<file path="src/pcat_pkg.sv">
// shared types and constants for the partition carve and translate block
`default_nettype none
package pcat_pkg;

  localparam int unsigned BLOCK_BITS = 48;

  typedef logic [BLOCK_BITS-1:0] blk_t;

  typedef enum logic [1:0] {
    FN_CARVE    = 2'd0,
    FN_U2L      = 2'd1,
    FN_L2U      = 2'd2,
    FN_CLEAR    = 2'd3
  } func_e;

  typedef enum logic [2:0] {
    ST_OK       = 3'd0,
    ST_NO_SPACE = 3'd1,
    ST_EXISTS   = 3'd2,
    ST_RANGE    = 3'd3,
    ST_UNKNOWN  = 3'd4,
    ST_FULL     = 3'd5
  } status_e;

  localparam logic CFG_LAYOUT_START  = 1'b0;
  localparam logic CFG_LAYOUT_BLOCKS = 1'b1;

  typedef struct packed {
    func_e      func;
    logic [7:0] part_id;
    blk_t       carve_blocks;
    logic       take_all;
    logic       from_end;
    blk_t       user_base;
    blk_t       block_number;
    logic       bypass;
  } in_item_t;

  typedef struct packed {
    status_e status;
    blk_t    result_block;
    blk_t    free_left;
  } out_item_t;

  typedef struct packed {
    logic [7:0] id;
    blk_t       offset;
    blk_t       base;
    blk_t       length;
  } entry_t;

  typedef struct packed {
    logic load;
    logic scan_en;
    logic diff_en;
    logic exec;
  } cmd_t;

endpackage
`default_nettype wire

</file>
<file path="src/pcat_ctrl.sv">
// sequencer: accept, table scan, offset difference, execute
`default_nettype none
module pcat_ctrl #(
  parameter int unsigned MAX_PARTITIONS = 8,
  parameter int unsigned IW = 3
) (
  input  wire logic            clk_i,
  input  wire logic            rst_ni,
  input  wire logic            in_valid_i,
  output      logic            in_stall_o,
  input  wire logic            out_busy_i,
  output      pcat_pkg::cmd_t  cmd_o,
  output      logic [IW-1:0]   scan_idx_o
);
  import pcat_pkg::*;

  localparam int unsigned CW = $clog2(MAX_PARTITIONS + 1);
  localparam logic [CW-1:0] LAST = CW'(MAX_PARTITIONS);

  typedef enum logic [2:0] {
    S_IDLE,
    S_PREP,
    S_SCAN,
    S_TRANS,
    S_EXEC
  } state_e;

  state_e          state_q;
  logic [CW-1:0]   cnt_q;
  logic            accept;

  assign in_stall_o = (state_q != S_IDLE);
  assign accept     = in_valid_i && !in_stall_o;
  assign scan_idx_o = cnt_q[IW-1:0];

  always_comb begin
    cmd_o         = '0;
    cmd_o.load    = accept;
    cmd_o.scan_en = (state_q == S_SCAN) && (cnt_q != LAST);
    cmd_o.diff_en = (state_q == S_TRANS);
    cmd_o.exec    = (state_q == S_EXEC) && !out_busy_i;
  end

  always_ff @(posedge clk_i or negedge rst_ni) begin
    if (!rst_ni) begin
      state_q <= S_IDLE;
      cnt_q   <= '0;
    end else begin
      case (state_q)
        S_IDLE: begin
          if (accept) state_q <= S_PREP;
        end
        S_PREP: begin
          cnt_q   <= '0;
          state_q <= S_SCAN;
        end
        S_SCAN: begin
          // staying in S_SCAN while cnt_q equals LAST lets the last registered read be compared
          if (cnt_q == LAST) state_q <= S_TRANS;
          else cnt_q <= cnt_q + 1'b1;
        end
        S_TRANS: begin
          state_q <= S_EXEC;
        end
        S_EXEC: begin
          if (!out_busy_i) state_q <= S_IDLE;
        end
        default: begin
          state_q <= S_IDLE;
        end
      endcase
    end
  end

  a_accept_prep: assert property (@(posedge clk_i) disable iff (!rst_ni)
    accept |=> state_q == S_PREP)
    else $error("accepted item did not start preparation");

  a_scan_bound: assert property (@(posedge clk_i) disable iff (!rst_ni)
    state_q == S_SCAN |-> cnt_q <= LAST)
    else $error("scan counter past table depth");

  a_exec_idle: assert property (@(posedge clk_i) disable iff (!rst_ni)
    cmd_o.exec |=> state_q == S_IDLE)
    else $error("execute did not return to idle");

endmodule
`default_nettype wire

</file>
<file path="src/pcat_dp.sv">
// datapath: free range, partition table, scan compare, result register
`default_nettype none
module pcat_dp #(
  parameter int unsigned MAX_PARTITIONS = 8,
  parameter int unsigned IW = 3
) (
  input  wire logic                clk_i,
  input  wire logic                rst_ni,
  input  wire pcat_pkg::in_item_t  in_item_i,
  input  wire pcat_pkg::cmd_t      cmd_i,
  input  wire logic [IW-1:0]       scan_idx_i,
  output      logic                out_busy_o,
  output      logic                out_valid_o,
  input  wire logic                out_stall_i,
  output      pcat_pkg::out_item_t out_item_o,
  input  wire logic                cfg_we_i,
  input  wire logic                cfg_idx_i,
  input  wire pcat_pkg::blk_t      cfg_data_i
);
  import pcat_pkg::*;

  // configuration and free range
  blk_t lay_start_q, lay_blocks_q, lay_end_q;
  blk_t free_first_q, free_last_q;
  logic [BLOCK_BITS:0] lay_sum;

  // partition table
  logic [MAX_PARTITIONS-1:0] valid_q;
  entry_t entry_mem [MAX_PARTITIONS];
  entry_t rd_q;
  logic [IW-1:0] rd_tag_q;
  logic rd_vld_q;

  // current item and scan results
  in_item_t item_q;
  logic hit_q, slot_fnd_q;
  entry_t hit_e_q;
  logic [IW-1:0] slot_q;

  // carve preparation
  blk_t avail_q, cnt_eff_q, off_q;
  logic nspc_q;

  // translate preparation
  logic [BLOCK_BITS:0] diff_q;
  blk_t other_q, len_q;

  logic out_valid_q;
  out_item_t out_q, res;
  logic carve_ok;

  assign lay_sum = {1'b0, lay_start_q} + {1'b0, lay_blocks_q};

  // derived values, always recomputed; inputs are stable while they are used
  always_ff @(posedge clk_i) begin
    lay_end_q <= lay_sum[BLOCK_BITS] ? '1 : lay_sum[BLOCK_BITS-1:0];
    avail_q   <= (free_last_q < free_first_q) ? '0 : free_last_q - free_first_q;
    if (item_q.take_all) begin
      nspc_q    <= (avail_q == '0);
      cnt_eff_q <= avail_q;
    end else begin
      nspc_q    <= (item_q.carve_blocks > avail_q);
      cnt_eff_q <= item_q.carve_blocks;
    end
    off_q <= item_q.from_end ? free_last_q - cnt_eff_q : free_first_q;
  end

  always_ff @(posedge clk_i) begin
    if (cmd_i.load) item_q <= in_item_i;
    if (cmd_i.scan_en) rd_q <= entry_mem[scan_idx_i];
    rd_tag_q <= scan_idx_i;
    if (rd_vld_q && !hit_q) hit_e_q <= rd_q;
    if (cmd_i.scan_en && !slot_fnd_q) slot_q <= scan_idx_i;
    if (cmd_i.diff_en) begin
      if (item_q.func == FN_U2L) begin
        diff_q  <= {1'b0, item_q.block_number} - {1'b0, hit_e_q.base};
        other_q <= hit_e_q.offset;
      end else begin
        diff_q  <= {1'b0, item_q.block_number} - {1'b0, hit_e_q.offset};
        other_q <= hit_e_q.base;
      end
      len_q <= hit_e_q.length;
    end
    if (cmd_i.exec) out_q <= res;
    if (cmd_i.exec && carve_ok) begin
      entry_mem[slot_q] <= '{id: item_q.part_id, offset: off_q,
                             base: item_q.user_base, length: cnt_eff_q};
    end
  end

  assign carve_ok = (item_q.func == FN_CARVE) && !nspc_q && !hit_q && slot_fnd_q;

  always_comb begin
    res.status       = ST_OK;
    res.result_block = '0;
    res.free_left    = avail_q;
    case (item_q.func)
      FN_CLEAR: begin
        res.free_left = lay_end_q - lay_start_q;
      end
      FN_CARVE: begin
        if (nspc_q) res.status = ST_NO_SPACE;
        else if (hit_q) res.status = ST_EXISTS;
        else if (!slot_fnd_q) res.status = ST_FULL;
        else begin
          res.result_block = off_q;
          res.free_left    = avail_q - cnt_eff_q;
        end
      end
      FN_U2L, FN_L2U: begin
        if (item_q.bypass) res.result_block = item_q.block_number;
        else if (!hit_q) res.status = ST_UNKNOWN;
        else if (diff_q[BLOCK_BITS] || diff_q[BLOCK_BITS-1:0] >= len_q) res.status = ST_RANGE;
        else res.result_block = other_q + diff_q[BLOCK_BITS-1:0];
      end
      default: begin
        res.status = ST_OK;
      end
    endcase
  end

  always_ff @(posedge clk_i or negedge rst_ni) begin
    if (!rst_ni) begin
      lay_start_q  <= '0;
      lay_blocks_q <= '0;
      free_first_q <= '0;
      free_last_q  <= '0;
      valid_q      <= '0;
      rd_vld_q     <= 1'b0;
      hit_q        <= 1'b0;
      slot_fnd_q   <= 1'b0;
      out_valid_q  <= 1'b0;
    end else begin
      if (cfg_we_i) begin
        case (cfg_idx_i)
          CFG_LAYOUT_START:  lay_start_q  <= cfg_data_i;
          CFG_LAYOUT_BLOCKS: lay_blocks_q <= cfg_data_i;
          default:           lay_start_q  <= cfg_data_i;
        endcase
      end
      rd_vld_q <= cmd_i.scan_en;
      if (cmd_i.load) begin
        hit_q      <= 1'b0;
        slot_fnd_q <= 1'b0;
      end else begin
        // lowest matching valid entry wins
        if (rd_vld_q && !hit_q && valid_q[rd_tag_q] && rd_q.id == item_q.part_id) begin
          hit_q <= 1'b1;
        end
        // lowest free slot
        if (cmd_i.scan_en && !slot_fnd_q && !valid_q[scan_idx_i]) slot_fnd_q <= 1'b1;
      end
      if (cmd_i.exec) begin
        out_valid_q <= 1'b1;
        if (item_q.func == FN_CLEAR) begin
          free_first_q <= lay_start_q;
          free_last_q  <= lay_end_q;
          valid_q      <= '0;
        end else if (carve_ok) begin
          valid_q[slot_q] <= 1'b1;
          if (item_q.from_end) free_last_q <= off_q;
          else free_first_q <= free_first_q + cnt_eff_q;
        end
      end else if (out_valid_q && !out_stall_i) begin
        out_valid_q <= 1'b0;
      end
    end
  end

  assign out_busy_o  = out_valid_q && out_stall_i;
  assign out_valid_o = out_valid_q;
  assign out_item_o  = out_q;

  a_no_overwrite: assert property (@(posedge clk_i) disable iff (!rst_ni)
    cmd_i.exec |-> !(out_valid_q && out_stall_i))
    else $error("result overwritten while stalled");

  a_clear_empties: assert property (@(posedge clk_i) disable iff (!rst_ni)
    cmd_i.exec && item_q.func == FN_CLEAR |=> valid_q == '0)
    else $error("table not emptied by clear");

  a_carve_adds_one: assert property (@(posedge clk_i) disable iff (!rst_ni)
    cmd_i.exec && carve_ok |=> $countones(valid_q) == $past($countones(valid_q)) + 1)
    else $error("carve did not add exactly one entry");

endmodule
`default_nettype wire

</file>
<file path="src/partition_carve_and_translate.sv">
// each item runs prepare, id scan, offset difference and execute, then its result is valid
// the input stalls until the previous item has left the execute state
// the time is set by the id scan, one table entry per cycle through one read port
// the result register frees the input side while a result waits to be taken
// reset (rst_ni, async low) empties the free range and the table and zeroes both registers
`default_nettype none
module partition_carve_and_translate #(
  parameter int unsigned MAX_PARTITIONS = 8
) (
  input  wire logic                clk_i,
  input  wire logic                rst_ni,
  input  wire logic                in_valid_i,
  output      logic                in_stall_o,
  input  wire pcat_pkg::in_item_t  in_item_i,
  output      logic                out_valid_o,
  input  wire logic                out_stall_i,
  output      pcat_pkg::out_item_t out_item_o,
  input  wire logic                cfg_we_i,
  input  wire logic                cfg_idx_i,
  input  wire pcat_pkg::blk_t      cfg_data_i
);
  import pcat_pkg::*;

  localparam int unsigned IW = (MAX_PARTITIONS > 1) ? $clog2(MAX_PARTITIONS) : 1;

  cmd_t          cmd;
  logic [IW-1:0] scan_idx;
  logic          out_busy;

  pcat_ctrl #(
    .MAX_PARTITIONS (MAX_PARTITIONS),
    .IW             (IW)
  ) u_ctrl (
    .clk_i      (clk_i),
    .rst_ni     (rst_ni),
    .in_valid_i (in_valid_i),
    .in_stall_o (in_stall_o),
    .out_busy_i (out_busy),
    .cmd_o      (cmd),
    .scan_idx_o (scan_idx)
  );

  pcat_dp #(
    .MAX_PARTITIONS (MAX_PARTITIONS),
    .IW             (IW)
  ) u_dp (
    .clk_i       (clk_i),
    .rst_ni      (rst_ni),
    .in_item_i   (in_item_i),
    .cmd_i       (cmd),
    .scan_idx_i  (scan_idx),
    .out_busy_o  (out_busy),
    .out_valid_o (out_valid_o),
    .out_stall_i (out_stall_i),
    .out_item_o  (out_item_o),
    .cfg_we_i    (cfg_we_i),
    .cfg_idx_i   (cfg_idx_i),
    .cfg_data_i  (cfg_data_i)
  );

endmodule
`default_nettype wire
</file>
<file path="config.mk">
export PLATFORM = sky130hd
export DESIGN_NAME = partition_carve_and_translate
export DESIGN_NICKNAME = d
export VERILOG_FILES = /design/src/pcat_pkg.sv /design/src/pcat_ctrl.sv /design/src/pcat_dp.sv /design/src/partition_carve_and_translate.sv
export SDC_FILE = /design/constraint.sdc
export NUM_CORES = 2
export LEC_CHECK = 0
export BUFFER_PORTS_ARGS = -buffer_cell sky130_fd_sc_hd__buf_2
export CAP_MARGIN = 30
export CORE_ASPECT_RATIO = 2
export CORE_MARGIN = 4
export CORE_UTILIZATION = 41
export DETAILED_ROUTE_END_ITERATION = 12
export PLACE_DENSITY = 0.68
export SLEW_MARGIN = 5
export SYNTH_ARGS = -nofsm -noshare
export SYNTH_HDL_FRONTEND = slang
export SYNTH_SLANG_ARGS = --single-unit
export TNS_END_PERCENT = 30
</file>
<file path="constraint.sdc">
create_clock -name clk_i -period 49.2 [get_ports clk_i]
set_input_delay 4.92 -clock clk_i [delete_from_list [all_inputs] [get_ports clk_i]]
set_output_delay 4.92 -clock clk_i [all_outputs]
set_load 0.01 [all_outputs]
</file>
==> qor.csv <==
metric;value;unit
outcome;complete, no violations;
clk_lat worst skew;0.91;ns
sequential share of the synthesized area;62.7;%
RSZ-0062 raised after global routing;false;
async set-reset flop share out of synthesis;9.08;%
largest family of logic cells by synthesized area;multiplexers;
Die W;368;um
MaxCap Viol Count;0;
vias in the first global route;67101;
switching power;2730;uW
Worst Path Required;49.95;ns
# hold bufs at CTS;0;
Syn Nets;8187;
grt ovf;0;
cts repair resizes;0;
area share of fa/ha/maj cells after synthesis;5.81;%
Clk pwr share;22.9;%
Worst-Margin Slew;1.13;ns
Setup Skew;0.0861;ns
synthesized cell area;0.106;mm2
Switching Share;36.7;%
I/O pins;312;
largest area contributor in the netlist;edfxtp_1;
DR iter-0 viols;5088;
gpl congestion;0.989;
share of layout cells above drive strength 1;17.7;%
First-pass DRT Iterations;6;
Min-Delay Path Class;register to register;
CTS max path bufs;4;
Area contributors post-synth;edfxtp_1, mux4_2, ha_1;
WL met3;17400;um
die area;0.268;mm2
Post-Synth XOR/XNOR Area;2.71;%
dominant synthesized flop cell;edfxtp_1;
internal power;4700;uW
setup ws final;41.51;ns
Tmin final;7.69;ns
most common cell after layout, fill and taps aside;edfxtp_1;
H-tree depth;4;
Rows;264;
EDFF count, synth;1916;
part of the cycle the worst path needs;15.6;%
crit path launch type;primary input;
NumNets Final;8513;
part of the power in registers;40.0;%
f_max;130;MHz
routed len/inst;25.8;um
number of fill cells;22435;
Syn Area/Cell;14.2;um2
most frequent cells in the layout;edfxtp_1, ha_1, nand2_1;
pre-CTS setup slack;39.98;ns
Non-Filler Instances;11455;
dpl hpwl;207000;um
Gate Count Post-Synth;7487;
Top Metal Used;met5;
CTS Buf Count;207;
clock root buffer master;clkbuf_16;
setup_tns;0;ns
first-pass GRT wire length;433000;um
I/O Buffers;311;
Via Count;65130;
Hold Vio Cnt, Final;0;
Final setup viols;0;
Synth Area in Compound Gates;9.77;%
Worst-path clk slew;0.07;ns
post-synthesis mux area share;10.8;%
Via density;5.69;
drc violations;0;
warnings from Yosys;0;
worst rel slew slack;24.8;%
Synth Area in Simple Gates;5.93;%
crit-path max FO;53;
dpl cells;11058;
CTS Sinks;2323;
Synth Register Bits;2323;
Core Region;0.258;mm2
routed wl met2;147000;um
Yosys cell types;92;
TritonCTS clock tree;done;
DRT Wirelength;295000;um
initial antenna violation count;25;
Starting Density;41.2;%
largest net degree at the start of global routing;125;
Power Density;62.3;mW/mm2
Peak VDD IR;0.0452;mV
setup bufs post-CTS;0;
Pleak;0.0435;uW
Slew Limit Fails;0;
Crit Path Category;primary input to register;
Comb power frac;37.1;%
area grow syn2layout;12.2;%
DIE HEIGHT;728;um
final antenna-violating net count;0;
post-synth top area share;54.1;%
crit end category;register;
M1 wire length;114000;um
global-route usage over all layers;21.6;%
critical path data arrival time;8.44;ns
power groups by stage:
stage	sequential [uW]	combinational, uW	clock [uW]
detailed placement	3010	2710	0
finish	2970	2760	1700
global route	3000	3000	1820
CTS	2970	2740	1740
global placement	3000	2670	0
floorplan	2840	2010	0
worst paths after layout:
check	cells past startpoint	endpoint	startpoint	slack, ns
min in group asynchronous	1	u_dp.lay_blocks_q[47]$_DFFE_PN0P_	rst_ni	3.92
worst max-delay path	11	u_dp.free_first_q[33]$_DFFE_PN0P_	out_stall_i	41.51
worst max register to register	17	u_dp.diff_q[46]$_DFFE_PP_	u_dp.item_q[156]$_DFFE_PP_	43.26
worst min-delay path	0	u_dp.len_q[25]$_DFFE_PP_	u_dp.hit_e_q[25]$_DFFE_PP_	0.41
max in group asynchronous	3	u_ctrl.cnt_q[1]$_DFFE_PN0P_	rst_ni	43.13
worst min register to register	0	u_dp.len_q[25]$_DFFE_PP_	u_dp.hit_e_q[25]$_DFFE_PP_	0.41
layout make-up:
| type | count | area, um2 | share of cell area, % |
|---|---|---|---|
| Sequential cell | 2323 | 66800 | 55.9 |
| Multi-Input combinational cell | 4535 | 37400 | 31.3 |
| Clock buffer | 240 | 5460 | 4.58 |
| Tap cell | 3458 | 4330 | 3.63 |
| Timing Repair Buffer | 408 | 2520 | 2.12 |
| Clock inverter | 139 | 1570 | 1.31 |
| Inverter | 338 | 1270 | 1.06 |
| Antenna cell | 14 | 35.0 | 0.0294 |
flip-flops by register name, indices dropped and copies added, names as in the netlist, 49 cells and up:
signal and count:
u_dp.entry_mem 1216, u_dp.item_q 157, u_dp.rd_q 152, u_dp.hit_e_q 144, u_dp.out_item_o 99, u_dp.diff_q 49
stage by stage:
step / cell area (um2) / util (%) / power [uW] / hold slack (ns)
CTS: 119000 / 46.2 / 7450 / 0.408
global placement: 112000 / 43.4 / 5670 / 0.401
floorplan: 106000 / - / 4850 / 0.388
detailed placement: 112000 / 43.4 / 5720 / 0.405
finish: 119000 / 46.2 / 7430 / 0.409
global route: 119000 / 46.2 / 7820 / 0.413
cells in the mapped netlist (all sizes together) (14+ instances only):
| cell type | number |
|---|---|
| xor2 | 121 |
| mux4 | 308 |
| dfxtp | 196 |
| and2 | 17 |
| a21o | 242 |
| nor3 | 76 |
| nand2 | 465 |
| o211ai | 25 |
| a22oi | 60 |
| o21ai | 443 |
| mux2 | 303 |
| dfrtp | 211 |
| a211o | 14 |
| a222oi | 18 |
| or3 | 28 |
| mux2i | 112 |
| edfxtp | 1916 |
| a31oi | 59 |
| a21boi | 15 |
| inv | 338 |
| o31ai | 34 |
| a211oi | 38 |
| nor2b | 66 |
| nor2 | 341 |
| buf | 84 |
| nor4 | 23 |
| ha | 481 |
| nand4 | 82 |
| a221oi | 15 |
| and3 | 47 |
| clkbuf | 207 |
| o21a | 59 |
| nand2b | 58 |
| xnor2 | 208 |
| nand3 | 91 |
| a21oi | 437 |
| o21bai | 60 |
per-layer routing:
layer,track usage (%),vias up
met3,2.75,655
met2,37.6,2315
met1,26.4,32758
li1,-,29382
met4,10.5,20
met5,0,-
critical path, cell delays in order:
cell and delay (ns):
buf_2 0.12, a21oi_4 0.18, buf_4 0.57, buf_4 0.46, nand2_1 0.35, o21ai_4 0.26, buf_4 0.53, buf_4 0.52
o21ai_0 0.21, a21oi_1 0.19, nor2_1 0.06
logic make-up after synthesis:
family          Yosys count
xor+xnor                329
mux                     723
compound gates         1644
fa+ha+maj               489
flops                  2323
buf+inv                 629
simple gates           1350
Note: power is estimated with default switching activity, not from simulation.
